<file path="src/design/cps_pkg.sv">
// Shared constants, command codes and status bundle for the process scheduler.
package cps_pkg;

	localparam int MAX_PROCS = 32;
	localparam int ID_W      = $clog2(MAX_PROCS + 1);
	localparam int IDX_W     = $clog2(MAX_PROCS);
	localparam int CFG_IDX_W = 2;
	localparam int CFG_DAT_W = 16;

	// Scheduling modes.
	localparam logic [1:0] MODE_RR   = 2'd0;
	localparam logic [1:0] MODE_SJF  = 2'd1;
	localparam logic [1:0] MODE_PPRI = 2'd2;
	localparam logic [1:0] MODE_NPRI = 2'd3;

	// Configuration register indexes.
	localparam logic [CFG_IDX_W-1:0] REG_MODE  = 2'd0;
	localparam logic [CFG_IDX_W-1:0] REG_SLICE = 2'd1;
	localparam logic [CFG_IDX_W-1:0] REG_COUNT = 2'd2;

	// Item kinds.
	localparam logic ACT_LOAD = 1'b0;
	localparam logic ACT_TICK = 1'b1;

	// Datapath operations issued by the controller.
	typedef enum logic [3:0] {
		OP_NONE,
		OP_LOAD,
		OP_START,
		OP_RR_SCAN,
		OP_RR_SLICE,
		OP_RR_POP,
		OP_PICK,
		OP_DECIDE,
		OP_DISPATCH,
		OP_RUN,
		OP_OUT
	} op_t;

	// Status returned by the datapath.
	typedef struct packed {
		logic       scan_done;
		logic       slice_expire;
		logic       cur_zero;
		logic       fifo_empty;
		logic       pop_stale;
		logic       go_dispatch;
		logic       out_busy;
		logic [1:0] mode;
	} stat_t;

endpackage

</file>
<file path="src/design/cps_datapath.sv">
// Process table, ready queue, counters and result register of the scheduler.
module cps_datapath (
	input  logic                              clk,
	input  logic                              arst_n,
	input  cps_pkg::op_t                      op,
	output cps_pkg::stat_t                    stat,
	input  logic [cps_pkg::ID_W-1:0]          proc_id,
	input  logic [15:0]                       arrival_time,
	input  logic [15:0]                       burst_time,
	input  logic [7:0]                        priority_level,
	input  logic                              cfg_valid,
	output logic                              cfg_ready,
	input  logic [cps_pkg::CFG_IDX_W-1:0]     cfg_index,
	input  logic [cps_pkg::CFG_DAT_W-1:0]     cfg_data,
	output logic                              out_valid,
	input  logic                              out_ready,
	output logic [31:0]                       time_now,
	output logic [cps_pkg::ID_W-1:0]          running_id,
	output logic                              dispatched,
	output logic                              all_done,
	output logic [31:0]                       wait_total
);

	localparam int MP   = cps_pkg::MAX_PROCS;
	localparam int IDW  = cps_pkg::ID_W;
	localparam int IXW  = cps_pkg::IDX_W;

	// Per-process storage.
	logic [15:0]     arr_q [MP];
	logic [15:0]     rem_q [MP];
	logic [7:0]      pri_q [MP];
	logic [31:0]     pre_q [MP];
	logic [IDW-1:0]  fifo_q [MP];
	logic [MP-1:0]   fin_q, start_q, queued_q;

	// Queue pointers, scheduler registers and configuration.
	logic [IXW-1:0]  head_q;
	logic [IXW:0]    len_q;
	logic [IDW-1:0]  cur_q, sel_q, best_q, idx_q, ran_q;
	logic [15:0]     best_key_q, slice_q, ts_q;
	logic [31:0]     tick_q, wsum_q, time_q;
	logic            disp_q;
	logic [1:0]      mode_q;
	logic [5:0]      pcount_q;

	// Result register.
	logic            out_valid_q, out_disp_q, out_done_q;
	logic [31:0]     out_time_q, out_wait_q;
	logic [IDW-1:0]  out_ran_q;

	logic [IDW-1:0]  live_n, addr_id, aid_full, pop_id, pop_full, ld_full, push_id;
	logic [IXW-1:0]  aid, pop_idx, ld_idx, tail;
	logic [15:0]     rd_arr, rd_rem, key;
	logic [7:0]      rd_pri;
	logic [31:0]     rd_pre, wgap;
	logic [32:0]     wsum_ext;
	logic            fin_a, start_a, queued_a, arrived, full, scan_done, push_scan;
	logic            slice_expire, better, load_ok, push_en, pre_en, done_all;
	logic [MP-1:0]   live_mask;

	// Number of live ids, clamped to the table size.
	assign live_n = (pcount_q > 6'(MP)) ? IDW'(MP) : IDW'(pcount_q);

	// One table address per cycle, chosen by the operation.
	always_comb begin
		case (op)
			cps_pkg::OP_RR_SCAN, cps_pkg::OP_PICK: addr_id = idx_q;
			cps_pkg::OP_DISPATCH:                  addr_id = sel_q;
			default:                               addr_id = cur_q;
		endcase
	end

	assign aid_full = addr_id - IDW'(1);
	assign aid      = aid_full[IXW-1:0];
	assign rd_arr   = arr_q[aid];
	assign rd_rem   = rem_q[aid];
	assign rd_pri   = pri_q[aid];
	assign rd_pre   = pre_q[aid];
	assign fin_a    = fin_q[aid];
	assign start_a  = start_q[aid];
	assign queued_a = queued_q[aid];
	assign arrived  = {16'd0, rd_arr} <= tick_q;

	// Queue head and tail.
	assign full     = len_q == (IXW+1)'(MP);
	assign tail     = head_q + len_q[IXW-1:0];
	assign pop_id   = fifo_q[head_q];
	assign pop_full = pop_id - IDW'(1);
	assign pop_idx  = pop_full[IXW-1:0];

	// Scan decisions.
	assign scan_done    = idx_q > live_n;
	assign push_scan    = !scan_done && arrived && !fin_a && !queued_a &&
	                      (idx_q != cur_q) && !full;
	assign slice_expire = (cur_q != '0) && (ts_q != '0) && (slice_q >= ts_q);
	assign key          = mode_q[1] ? {8'd0, rd_pri} : rd_rem;
	assign better       = !scan_done && !fin_a && arrived &&
	                      ((best_q == '0) || (key < best_key_q));

	// Waiting time gained at a dispatch, and the saturating total.
	always_comb begin
		if (start_a)
			wgap = (tick_q >= rd_pre) ? tick_q - rd_pre : 32'd0;
		else
			wgap = arrived ? tick_q - {16'd0, rd_arr} : 32'd0;
	end
	assign wsum_ext = {1'b0, wsum_q} + {1'b0, wgap};

	// Load target.
	assign ld_full = proc_id - IDW'(1);
	assign ld_idx  = ld_full[IXW-1:0];
	assign load_ok = (proc_id != '0) && (proc_id <= IDW'(MP));

	// Queue writes and preemption stamps.
	assign push_en = ((op == cps_pkg::OP_RR_SCAN) && push_scan) ||
	                 ((op == cps_pkg::OP_RR_SLICE) && slice_expire && !full);
	assign push_id = (op == cps_pkg::OP_RR_SCAN) ? idx_q : cur_q;
	assign pre_en  = ((op == cps_pkg::OP_RR_SLICE) && slice_expire) ||
	                 ((op == cps_pkg::OP_DECIDE) && (mode_q == cps_pkg::MODE_PPRI) &&
	                  (best_q != cur_q) && (cur_q != '0) && !fin_a);

	// All live ids finished.
	always_comb begin
		for (int i = 0; i < MP; i++)
			live_mask[i] = IDW'(i) < live_n;
	end
	assign done_all = &(fin_q | ~live_mask);

	// Status to the controller.
	assign stat.scan_done    = scan_done;
	assign stat.slice_expire = slice_expire;
	assign stat.cur_zero     = cur_q == '0;
	assign stat.fifo_empty   = len_q == '0;
	assign stat.pop_stale    = (pop_id > live_n) || fin_q[pop_idx];
	assign stat.go_dispatch  = (best_q != '0) &&
	                           ((mode_q != cps_pkg::MODE_PPRI) || (best_q != cur_q));
	assign stat.out_busy     = out_valid_q;
	assign stat.mode         = mode_q;

	// Table and queue storage.
	always_ff @(posedge clk) begin
		if (op == cps_pkg::OP_LOAD && load_ok) begin
			arr_q[ld_idx] <= arrival_time;
			rem_q[ld_idx] <= burst_time;
			pri_q[ld_idx] <= priority_level;
			pre_q[ld_idx] <= 32'd0;
		end
		if (pre_en)
			pre_q[aid] <= tick_q;
		if (op == cps_pkg::OP_RUN && cur_q != '0)
			rem_q[aid] <= (rd_rem <= 16'd1) ? 16'd0 : rd_rem - 16'd1;
		if (push_en)
			fifo_q[tail] <= push_id;
	end

	// Control state, counters and result register.
	always_ff @(posedge clk or negedge arst_n) begin
		if (!arst_n) begin
			fin_q       <= '0;
			start_q     <= '0;
			queued_q    <= '0;
			head_q      <= '0;
			len_q       <= '0;
			cur_q       <= '0;
			sel_q       <= '0;
			best_q      <= '0;
			best_key_q  <= '0;
			idx_q       <= '0;
			ran_q       <= '0;
			slice_q     <= '0;
			tick_q      <= '0;
			wsum_q      <= '0;
			time_q      <= '0;
			disp_q      <= 1'b0;
			mode_q      <= cps_pkg::MODE_RR;
			ts_q        <= 16'd4;
			pcount_q    <= 6'd1;
			out_valid_q <= 1'b0;
			out_disp_q  <= 1'b0;
			out_done_q  <= 1'b0;
			out_time_q  <= '0;
			out_wait_q  <= '0;
			out_ran_q   <= '0;
		end else begin
			if (cfg_valid) begin
				case (cfg_index)
					cps_pkg::REG_MODE:  mode_q   <= cfg_data[1:0];
					cps_pkg::REG_SLICE: ts_q     <= cfg_data;
					cps_pkg::REG_COUNT: pcount_q <= cfg_data[5:0];
					default: ;
				endcase
			end
			if (out_valid_q && out_ready)
				out_valid_q <= 1'b0;

			case (op)
				cps_pkg::OP_LOAD: begin
					time_q <= tick_q;
					ran_q  <= '0;
					disp_q <= 1'b0;
					if (load_ok) begin
						fin_q[ld_idx]   <= 1'b0;
						start_q[ld_idx] <= 1'b0;
						if (cur_q == proc_id)
							cur_q <= '0;
					end
				end
				cps_pkg::OP_START: begin
					time_q <= tick_q;
					ran_q  <= '0;
					disp_q <= 1'b0;
					idx_q  <= IDW'(1);
					best_q <= '0;
				end
				cps_pkg::OP_RR_SCAN: begin
					if (push_scan) begin
						queued_q[aid] <= 1'b1;
						len_q         <= len_q + 1'b1;
					end
					if (!scan_done)
						idx_q <= idx_q + 1'b1;
				end
				cps_pkg::OP_RR_SLICE: begin
					if (slice_expire) begin
						if (!full) begin
							queued_q[aid] <= 1'b1;
							len_q         <= len_q + 1'b1;
						end
						cur_q <= '0;
					end
				end
				cps_pkg::OP_RR_POP: begin
					if (len_q != '0) begin
						head_q            <= head_q + 1'b1;
						len_q             <= len_q - 1'b1;
						queued_q[pop_idx] <= 1'b0;
						sel_q             <= pop_id;
					end
				end
				cps_pkg::OP_PICK: begin
					if (better) begin
						best_q     <= idx_q;
						best_key_q <= key;
					end
					if (!scan_done)
						idx_q <= idx_q + 1'b1;
				end
				cps_pkg::OP_DECIDE: begin
					sel_q <= best_q;
					if (mode_q == cps_pkg::MODE_PPRI && best_q != cur_q) begin
						cur_q   <= best_q;
						slice_q <= '0;
					end
				end
				cps_pkg::OP_DISPATCH: begin
					start_q[aid] <= 1'b1;
					wsum_q       <= wsum_ext[32] ? 32'hFFFF_FFFF : wsum_ext[31:0];
					disp_q       <= 1'b1;
					cur_q        <= sel_q;
					slice_q      <= '0;
				end
				cps_pkg::OP_RUN: begin
					ran_q <= cur_q;
					if (cur_q != '0) begin
						if (rd_rem <= 16'd1) begin
							fin_q[aid] <= 1'b1;
							cur_q      <= '0;
						end
						if (slice_q != 16'hFFFF)
							slice_q <= slice_q + 1'b1;
					end
					tick_q <= tick_q + 1'b1;
				end
				cps_pkg::OP_OUT: begin
					out_valid_q <= 1'b1;
					out_time_q  <= time_q;
					out_ran_q   <= ran_q;
					out_disp_q  <= disp_q;
					out_done_q  <= done_all;
					out_wait_q  <= wsum_q;
				end
				default: ;
			endcase
		end
	end

	assign cfg_ready  = 1'b1;
	assign out_valid  = out_valid_q;
	assign time_now   = out_time_q;
	assign running_id = out_ran_q;
	assign dispatched = out_disp_q;
	assign all_done   = out_done_q;
	assign wait_total = out_wait_q;

	// Every queued flag is backed by at least one queue entry.
	a_queued_backed: assert property (@(posedge clk) disable iff (!arst_n)
		$countones(queued_q) <= len_q)
		else $error("queued flags outnumber queue entries");

	// The queue never holds more than the table size.
	a_len_bound: assert property (@(posedge clk) disable iff (!arst_n)
		len_q <= (IXW+1)'(MP))
		else $error("ready queue overflow");

	// A result is only reported for an id inside the table.
	a_ran_bound: assert property (@(posedge clk) disable iff (!arst_n)
		out_valid_q |-> out_ran_q <= IDW'(MP))
		else $error("running id out of range");

endmodule

</file>
<file path="src/design/cps_ctrl.sv">
// Sequencing state machine that steps the datapath through one item.
module cps_ctrl (
	input  logic           clk,
	input  logic           arst_n,
	input  logic           in_valid,
	output logic           in_ready,
	input  logic           action,
	input  cps_pkg::stat_t stat,
	output cps_pkg::op_t   op
);

	typedef enum logic [3:0] {
		S_IDLE, S_SCAN, S_SLICE, S_POP, S_PICK, S_DECIDE, S_DISP, S_RUN, S_OUT
	} state_t;

	state_t state_q;
	logic   accept;

	assign in_ready = (state_q == S_IDLE) && !stat.out_busy;
	assign accept   = in_valid && in_ready;

	// Operation for the current step.
	always_comb begin
		case (state_q)
			S_IDLE: begin
				if (!accept)
					op = cps_pkg::OP_NONE;
				else if (action == cps_pkg::ACT_LOAD)
					op = cps_pkg::OP_LOAD;
				else
					op = cps_pkg::OP_START;
			end
			S_SCAN:   op = cps_pkg::OP_RR_SCAN;
			S_SLICE:  op = cps_pkg::OP_RR_SLICE;
			S_POP:    op = cps_pkg::OP_RR_POP;
			S_PICK:   op = cps_pkg::OP_PICK;
			S_DECIDE: op = cps_pkg::OP_DECIDE;
			S_DISP:   op = cps_pkg::OP_DISPATCH;
			S_RUN:    op = cps_pkg::OP_RUN;
			S_OUT:    op = cps_pkg::OP_OUT;
			default:  op = cps_pkg::OP_NONE;
		endcase
	end

	// State sequence.
	always_ff @(posedge clk or negedge arst_n) begin
		if (!arst_n) begin
			state_q <= S_IDLE;
		end else begin
			case (state_q)
				S_IDLE: begin
					if (accept) begin
						if (action == cps_pkg::ACT_LOAD)
							state_q <= S_OUT;
						else if (stat.mode == cps_pkg::MODE_RR)
							state_q <= S_SCAN;
						else if (stat.mode == cps_pkg::MODE_PPRI || stat.cur_zero)
							state_q <= S_PICK;
						else
							state_q <= S_RUN;
					end
				end
				S_SCAN: if (stat.scan_done) state_q <= S_SLICE;
				S_SLICE: state_q <= (stat.slice_expire || stat.cur_zero) ? S_POP : S_RUN;
				S_POP: begin
					if (stat.fifo_empty)
						state_q <= S_RUN;
					else if (!stat.pop_stale)
						state_q <= S_DISP;
				end
				S_PICK:   if (stat.scan_done) state_q <= S_DECIDE;
				S_DECIDE: state_q <= stat.go_dispatch ? S_DISP : S_RUN;
				S_DISP:   state_q <= S_RUN;
				S_RUN:    state_q <= S_OUT;
				S_OUT:    state_q <= S_IDLE;
				default:  state_q <= S_IDLE;
			endcase
		end
	end

endmodule

</file>
<file path="src/design/cpu_process_scheduler.sv">
// Top level of the process scheduler: controller and datapath.
// Each item ends by writing the result register; a load item goes straight there.
// A tick item scans one entry per cycle over ids 1 to count plus one; in round
// robin it checks the slice, pops (again per stale entry dropped), dispatches;
// by key it decides and dispatches; then it runs, or a running job just runs.
// One item is in work at a time; the next is accepted once the result is taken.
// Asynchronous active-low reset clears flags, queue, counters and registers.
module cpu_process_scheduler (
	input  logic                          clk,
	input  logic                          arst_n,
	input  logic                          in_valid,
	output logic                          in_ready,
	input  logic                          action,
	input  logic [cps_pkg::ID_W-1:0]      proc_id,
	input  logic [15:0]                   arrival_time,
	input  logic [15:0]                   burst_time,
	input  logic [7:0]                    priority_level,
	output logic                          out_valid,
	input  logic                          out_ready,
	output logic [31:0]                   time_now,
	output logic [cps_pkg::ID_W-1:0]      running_id,
	output logic                          dispatched,
	output logic                          all_done,
	output logic [31:0]                   wait_total,
	input  logic                          cfg_valid,
	output logic                          cfg_ready,
	input  logic [cps_pkg::CFG_IDX_W-1:0] cfg_index,
	input  logic [cps_pkg::CFG_DAT_W-1:0] cfg_data
);

	cps_pkg::op_t   op;
	cps_pkg::stat_t stat;

	// Step sequencer.
	cps_ctrl u_ctrl (
		.clk      (clk),
		.arst_n   (arst_n),
		.in_valid (in_valid),
		.in_ready (in_ready),
		.action   (action),
		.stat     (stat),
		.op       (op)
	);

	// Tables, queue and result register.
	cps_datapath u_dp (
		.clk            (clk),
		.arst_n         (arst_n),
		.op             (op),
		.stat           (stat),
		.proc_id        (proc_id),
		.arrival_time   (arrival_time),
		.burst_time     (burst_time),
		.priority_level (priority_level),
		.cfg_valid      (cfg_valid),
		.cfg_ready      (cfg_ready),
		.cfg_index      (cfg_index),
		.cfg_data       (cfg_data),
		.out_valid      (out_valid),
		.out_ready      (out_ready),
		.time_now       (time_now),
		.running_id     (running_id),
		.dispatched     (dispatched),
		.all_done       (all_done),
		.wait_total     (wait_total)
	);

endmodule

</file>
<file path="config.mk">
export PLATFORM = sky130hd
export DESIGN_NAME = cpu_process_scheduler
export DESIGN_NICKNAME = d
export VERILOG_FILES = /design/src/design/cps_pkg.sv /design/src/design/cps_datapath.sv /design/src/design/cps_ctrl.sv /design/src/design/cpu_process_scheduler.sv
export SDC_FILE = /design/constraint.sdc
export NUM_CORES = 2
export LEC_CHECK = 0
export BUFFER_PORTS_ARGS = -buffer_cell sky130_fd_sc_hd__buf_2
export CORE_MARGIN = 8
export CORE_UTILIZATION = 40
export CTS_BUF_LIST = sky130_fd_sc_hd__clkbuf_4
export CTS_CLUSTER_SIZE = 25
export DETAILED_ROUTE_END_ITERATION = 10
export PLACE_DENSITY_LB_ADDON = 0.15
export SLEW_MARGIN = 20
export SYNTH_ARGS = -nofsm -noshare
export SYNTH_HDL_FRONTEND = slang
export SYNTH_SLANG_ARGS = --single-unit
</file>
<file path="constraint.sdc">
create_clock -name clk -period 16.2 [get_ports clk]
set_input_delay 1.62 -clock clk [delete_from_list [all_inputs] [get_ports clk]]
set_output_delay 1.62 -clock clk [all_outputs]
set_load 0.05 [all_outputs]
</file>
After elaboration in Yosys (flattened, before gate mapping):

Memory sizes are Yosys's and may differ from the RTL's.
Cells that the tools add are included.

* bits in registers: 367
* memory bits (writable): 2496
* input bits: 70
* memories: 5

* add/subtract/negate cells: 14
* order comparisons: 47
* equal/unequal tests: 43
* mux-type cells: 88
* bitwise logic cells: 10
* reductions and logical operators: 81

Memories
* u_dp.pre_q: depth 32, bits a word 32, rd ports 1, clocked after Yosys merged registers in 0, write ports 1, RTL line cps_datapath.sv:32 `logic [31:0] pre_q [MP];`
* u_dp.arr_q: depth 32, bits a word 16, rd ports 1, clocked after Yosys merged registers in 0, write ports 1, RTL line cps_datapath.sv:29 `logic [15:0] arr_q [MP];`
* u_dp.rem_q: depth 32, bits a word 16, rd ports 1, clocked after Yosys merged registers in 0, write ports 1, RTL line cps_datapath.sv:30 `logic [15:0] rem_q [MP];`
* u_dp.pri_q: depth 32, bits a word 8, rd ports 1, clocked after Yosys merged registers in 0, write ports 1, RTL line cps_datapath.sv:31 `logic [7:0] pri_q [MP];`
* u_dp.fifo_q: depth 32, bits a word 6, rd ports 1, clocked after Yosys merged registers in 0, write ports 1, RTL line cps_datapath.sv:33 `logic [IDW-1:0] fifo_q [MP];`

Operators by type and width (count)
* 32-bit two-way mux: 13
* 32-bit bitwise OR: 4
* 32-bit case mux with 2 select lines: 2
* 32-bit AND: 3
* 5-bit by 6-bit less-than comparator with 1-bit output (first input constant): 16
* 16-bit two-way mux: 6
* 32-bit NOT: 3
* 32-bit case mux with 3 select lines: 1
* 6-bit two-way mux: 15
* 4-bit by 6-bit less-than comparator with 1-bit output (first input constant): 8
* 16-bit case mux with 3 select lines: 1
* 6-bit case mux with 2 select lines: 4
* 4-bit case mux with 9 select lines: 1
* 32-bit by 32-bit adder with 33-bit output: 1
* 32-bit by 1-bit adder with 32-bit output (second input constant): 1
* 4-bit by 3-bit == test with 1-bit output (second input constant): 8
* 32-bit greater-or-equal comparator: 1
* 16-bit by 32-bit less-or-equal comparator with 1-bit output: 1
* 4-bit two-way mux: 8
* 4-bit case mux with 8 select lines: 1
* 32-bit AND reduction: 1
* 32-bit OR reduction: 1
* 32-bit by 16-bit subtractor with 32-bit output: 1
* 32-bit subtractor: 1
* other kinds (57): 181

Depth between registers and ports, before layout:

* word-level depth: 20
* gate-level depth with buffers: 60
* gate-level depth less buffers: 43

Modules after synthesis:

Synthesis repeated with hierarchy kept, for this count alone.

* cell total of the unflattened synthesis: 6548
* area total of the unflattened synthesis: 117923.1 µm²

By module, submodules not included
* cps_datapath: instances 1, cells an instance 6498, area each 117520.2 µm², seq. area each 84038.1 µm²
* cps_ctrl: instances 1, cells an instance 50, area each 402.9 µm², seq. area each 100.1 µm²

Worst setup path after synthesis:

OpenSTA, ideal clock, no wires.

* kind: register -> register
* from: reg u_ctrl.state_q[0]
* to: reg u_dp.wsum_q[20]
* library setup time: 65 ps
* arrival time: 12258 ps
* data required time: 16135 ps
* slack: 3877 ps
* cell stages (with the launch flop): 58
* path through: dfrtp_1 > buf_6 > nor4bb_1 > buf_2 > a22o_4 > a21o_1 > buf_2 > buf_2 > buf_2 > buf_2 > buf_2 > buf_2 > buf_2 > ha_1 > clkbuf_1 > clkbuf_1 > buf_2 > buf_2 > [... 22 more ...] > o22ai_1 > ha_1 > inv_1 > fa_1 > nor2b_1 > o21a_1 > o21ai_0 > a21oi_1 > o21ai_0 > a31oi_1 > o2111ai_1 > a31o_2 > a211oi_1 > o21ai_0 > nand2_1 > clkbuf_1 > buf_1 > o22a_1

* word-level cells in the longest chain between the ends: 15

RTL lines
* from (decl): RTL line cps_ctrl.sv:16 `state_t state_q;`
* from (signal assigned): RTL line cps_ctrl.sv:64 `S_SLICE: state_q <= (stat.slice_expire || stat.cur_zero) ? S_POP : S_RUN;`
* from (signal assigned): RTL line cps_ctrl.sv:72 `S_DECIDE: state_q <= stat.go_dispatch ? S_DISP : S_RUN;`
* 4-bit zero test: RTL line cps_ctrl.sv:19, cps_ctrl.sv:24
* 1-bit logical AND: RTL line cps_ctrl.sv:19 `assign in_ready = (state_q == S_IDLE) && !stat.out_busy;`
* 1-bit logical AND: RTL line cps_ctrl.sv:20 `assign accept = in_valid && in_ready;`
* 4-bit two-way mux: RTL line cps_ctrl.sv:26 `if (!accept)`
* 4-bit case mux with 9 select lines *: RTL line cps_ctrl.sv:24 `case (state_q)`
* 4-bit by 3-bit == test with 1-bit output or 4-bit by 2-bit == test with 1-bit output (tied branches): RTL line cps_datapath.sv:66 `case (op)`
* 2-bit OR reduction (no line)
* 5-bit case mux with 2 select lines: RTL line cps_datapath.sv:66
* 5-bit by 1-bit subtractor with 5-bit output: RTL line cps_datapath.sv:73 `assign aid_full = addr_id - IDW'(1);`
* memory read 32 x 16 bit or memory read 32 x 32 bit (tied branches)
* 32-bit by 16-bit subtractor with 32-bit output, or another cell as far along: RTL line cps_datapath.sv:105 `wgap = arrived ? tick_q - {16'd0, rd_arr} : 32'd0;`
* 32-bit two-way mux (on tied branches): RTL line cps_datapath.sv:105, cps_datapath.sv:103
* 32-bit two-way mux: RTL line cps_datapath.sv:102 `if (start_a)`
* 32-bit by 32-bit adder with 33-bit output: RTL line cps_datapath.sv:107 `assign wsum_ext = {1'b0, wsum_q} + {1'b0, wgap};`
* 32-bit two-way mux: RTL line cps_datapath.sv:257 `wsum_q <= wsum_ext[32] ? 32'hFFFF_FFFF : wsum_ext[31:0];`
* to (signal assigned): RTL line cps_datapath.sv:257
* to (decl): RTL line cps_datapath.sv:41 `logic [31:0] tick_q, wsum_q, time_q;`

Every way passes the cells marked *; elsewhere a longest branch is shown, timed or not. The select of a mux whose other input is x is not followed.
A chain may end at the register's enable or synchronous reset.

Worst setup path after layout:

* from: reg u_ctrl.state_q[0]
* to: reg u_dp.wsum_q[15]

Same word-level chain as after synthesis.

==> flow_summary.yaml <==
synth:
  yosys-top-cells-area: "sky130_fd_sc_hd__edfxtp_1, sky130_fd_sc_hd__mux4_2, sky130_fd_sc_hd__dfrtp_1, sky130_fd_sc_hd__nand2_1, sky130_fd_sc_hd__ha_1"
  syn-instance-count: 6755
  synth.yosys.warnings: 0
  post_synth_most_frequent_cells: "sky130_fd_sc_hd__edfxtp_1, sky130_fd_sc_hd__mux4_2, sky130_fd_sc_hd__nand2_1"
  post-synth-top-area-cell: "sky130_fd_sc_hd__edfxtp_1"
  synth_most_common_cell: "sky130_fd_sc_hd__edfxtp_1"
  synth_nets: 6979
  ys_types: 104
  synth-async-reset-ratio_pct: 12.8
  ys_dominant_reg_cell: "sky130_fd_sc_hd__edfxtp_1"
  synth_seq_area_share_pct: 71.2
  synth_area_um2: 118000
  ys_ff_latch: 2863
  yosys.area.top_type_share_pct: 63.5
  synth.avg_cell_area_um2: 17.5
  synth_enable_flop_cells: 2496
floorplanning:
  floorplan.io_pins: 145
  chipHeight_um: 559
  num_rows: 199
  total_die_area_um2: 313000
  initial_core_util_pct: 40.2
  core_area_um2: 294000
  die_width_um: 559
global_route:
  first_global_vias: 69800
  first_pass_grt_wire_length_mm: 502
  grt.total_usage_pct: 21.8
  grt.overflow.total: 0
  maximum_number_of_pins_on_one_net_before_global_route_repair: 127
  antenna_found_initial: 37
pwr:
  finalPower_mw: 30.8
  leakage_nw: 48.1
  irDropWorstVdd_mv: 0.390
  power_density_nw_per_um2: 229
route:
  detail_route.first_pass.iterations: 6
  vias_per_cell: 5.72
  num_vias: 68800
  route.final.wire_length_mm: 351
  drt-initial-drc-count: 6918
  route.detailed.wl_per_inst_um: 29.2
  ant_nets: 0
  drt_drc_violations_left: 0
sta:
  fin_ws_ps: 2440
  final-setup-viol-count: 0
  portion_of_the_clock_cycle_consumed_by_the_worst_path_in_the_final_layout_pct: 85.0
  maxSlewHeadroom_pct: 25.2
  maxSlewViolCount: 0
  period_needed_ps: 13760
  grt_setup_unrepaired: "false"
  fin_skew_ps: 145
  worst-slew-pin-transition_ps: 1090
  fmaxAchievable_ghz: 0.0727
  fin_setup_tns_ps: 0
  final-hold-violation-count: 0
worst_setup_path:
  arrival_time_of_data_at_the_critical_path_endpoint_ps: 15160
  crit_slowest_cell: "sky130_fd_sc_hd__dfrtp_1"
  crit_type: "reg -> reg"
  critical_path.n_buffers_inverters: 3
  critPathMaxFanout: 59
  critical-path-top-delay-family: "simple AND/OR/NAND/NOR gates"
  crit_top_cell: "sky130_fd_sc_hd__o21ai_0"
  crit_path_capture_type: "flop"
  critical-path-max-stage-delay_ps: 810
  element_type_at_the_critical_path_start: "flop"
  worst_ep_required_time_ps: 17600
cts:
  cts.hold.buffers_added: 1
  cts_tree: "built"
  cts.htree.levels: 6
  clk_pin_slew_ps: 60
  cts-buffers-inserted: 750
  clk_latency_ps: 1560
  root_buffer_cell: "sky130_fd_sc_hd__clkbuf_4"
  clock_sinks: 2863
  longest_clk_path_bufs: 4
  post-cts-setup-buffer-count: 0
  cts-resized-gates: 0
place:
  preCtsSetupSlack_ps: 2290
  gp_congestion: 0.940
  dp_hpwl_mm: 206
  place_area_um2: 125000
  place.port_buffers: 143
layout:
  layout-drive-gt1-share_pct: 31.0
  filler_cell_count: 25800
  area_growth_pct: 14.0
  fin_nets: 7743
  summed_area_of_non_filler_cells_in_the_final_layout_um2: 135000
run_status:
  run_status: "completed"
flow_run:
  max-cap-violations: 0
hold_path:
  holdCritPathClass: "in -> reg"
## metal layers
metal | global-route usage, % | wire length (um) | vias up | share of wire [%]
met5 | 0 | 23 | - | 0.0066
met4 | 5.57 | 7810 | 4 | 2.2
met3 | 4.48 | 27300 | 560 | 7.8
met2 | 34.5 | 163000 | 2988 | 47
met1 | 31.1 | 152000 | 36200 | 43
li1 | - | - | 29100 | -
## sequential cells by signal, indices dropped and copies added (netlist names), 32 cells and up
name and flops:
u_dp.pre_q 1024, u_dp.fin_q 32, u_dp.start_q 32, u_dp.rem_q 512
u_dp.queued_q 32, u_dp.time_now 32, u_dp.tick_q 32, u_dp.time_q 32
u_dp.pri_q 256, u_dp.wait_total 32, u_dp.arr_q 512, u_dp.wsum_q 32
u_dp.fifo_q 192
## power by group
group	total (mW)	internal [mW]	switching, mW
Combinational	15.9	5.90	10.0
Clock	6.38	3.33	3.05
Sequential	8.50	8.24	0.258
## final cells by class
class,instances,area [um^2],share of cell area [%]
sequential,2863,84100,62.5
antenna,19,47.5,0.0353
clock inverter,174,1180,0.874
multi-input combinational,3411,32800,24.3
tap,3919,4900,3.64
timing repair buffer,354,2400,1.78
clock buffer,1149,8630,6.41
inverter,139,529,0.393
## metrics by stage
stage          std cells  utilization (%)  hold WS [ps]
6_report           12000             45.8           300
5_1_grt            12000             45.8           141
4_1_cts            12000             45.8          73.2
3_5_place_dp       10700             42.4           461
3_3_place_gp       10700             42.4           458
2_1_floorplan       6755                -           440
## cell usage in the layout, fill, tap and decap left out, types with 33 or more instances in the layout
cell type / count
sky130_fd_sc_hd__nand2_1: 565
sky130_fd_sc_hd__o22ai_1: 83
sky130_fd_sc_hd__a221oi_1: 50
sky130_fd_sc_hd__edfxtp_1: 2496
sky130_fd_sc_hd__nor2b_1: 33
sky130_fd_sc_hd__buf_4: 201
sky130_fd_sc_hd__clkinv_1: 108
sky130_fd_sc_hd__and3_1: 80
sky130_fd_sc_hd__nor2_2: 33
sky130_fd_sc_hd__a21o_1: 51
sky130_fd_sc_hd__nand3_1: 81
sky130_fd_sc_hd__o21ai_0: 266
sky130_fd_sc_hd__xor2_1: 55
sky130_fd_sc_hd__mux2_2: 110
sky130_fd_sc_hd__o22a_1: 35
sky130_fd_sc_hd__nor2_4: 34
sky130_fd_sc_hd__mux2i_1: 62
sky130_fd_sc_hd__xnor2_1: 111
sky130_fd_sc_hd__nor4_1: 37
sky130_fd_sc_hd__clkbuf_4: 1149
sky130_fd_sc_hd__dfrtp_1: 363
sky130_fd_sc_hd__ha_1: 148
sky130_fd_sc_hd__buf_2: 142
sky130_fd_sc_hd__a22oi_1: 111
sky130_fd_sc_hd__o21ai_1: 33
sky130_fd_sc_hd__nor3_1: 39
sky130_fd_sc_hd__a21oi_1: 151
sky130_fd_sc_hd__nor2_1: 194
sky130_fd_sc_hd__mux4_2: 608
sky130_fd_sc_hd__inv_1: 117
## logic make-up (layout without fill, tap and decap cells)
family	after synthesis	in the layout	share of synthesized area, %
flops	2863	2863	71.2
simple gates	1288	1288	5.19
compound gates	1010	1010	5.63
mux	789	789	13.3
buf+inv	481	1816	1.73
xor+xnor	169	169	1.28
fa+ha+maj	154	154	1.66
other cells	1	20	0.00318
## worst paths after layout
kind	end	start	cells after the start	slack (ps)
hold / removal	u_dp.ts_q[11]	cfg_data[11]	2	300
setup reg to reg	u_dp.wsum_q[15]	u_ctrl.state_q[0]	39	2440
max in group asynchronous	u_dp.best_key_q[7]	arst_n	4	13360
hold reg to reg	u_dp.time_q[31]	u_dp.time_q[31]	2	470
min in group asynchronous	u_dp.ts_q[14]	arst_n	2	640
setup / recovery	u_dp.wsum_q[15]	u_ctrl.state_q[0]	39	2440
No activity file was read; power rests on OpenSTA's default activity.
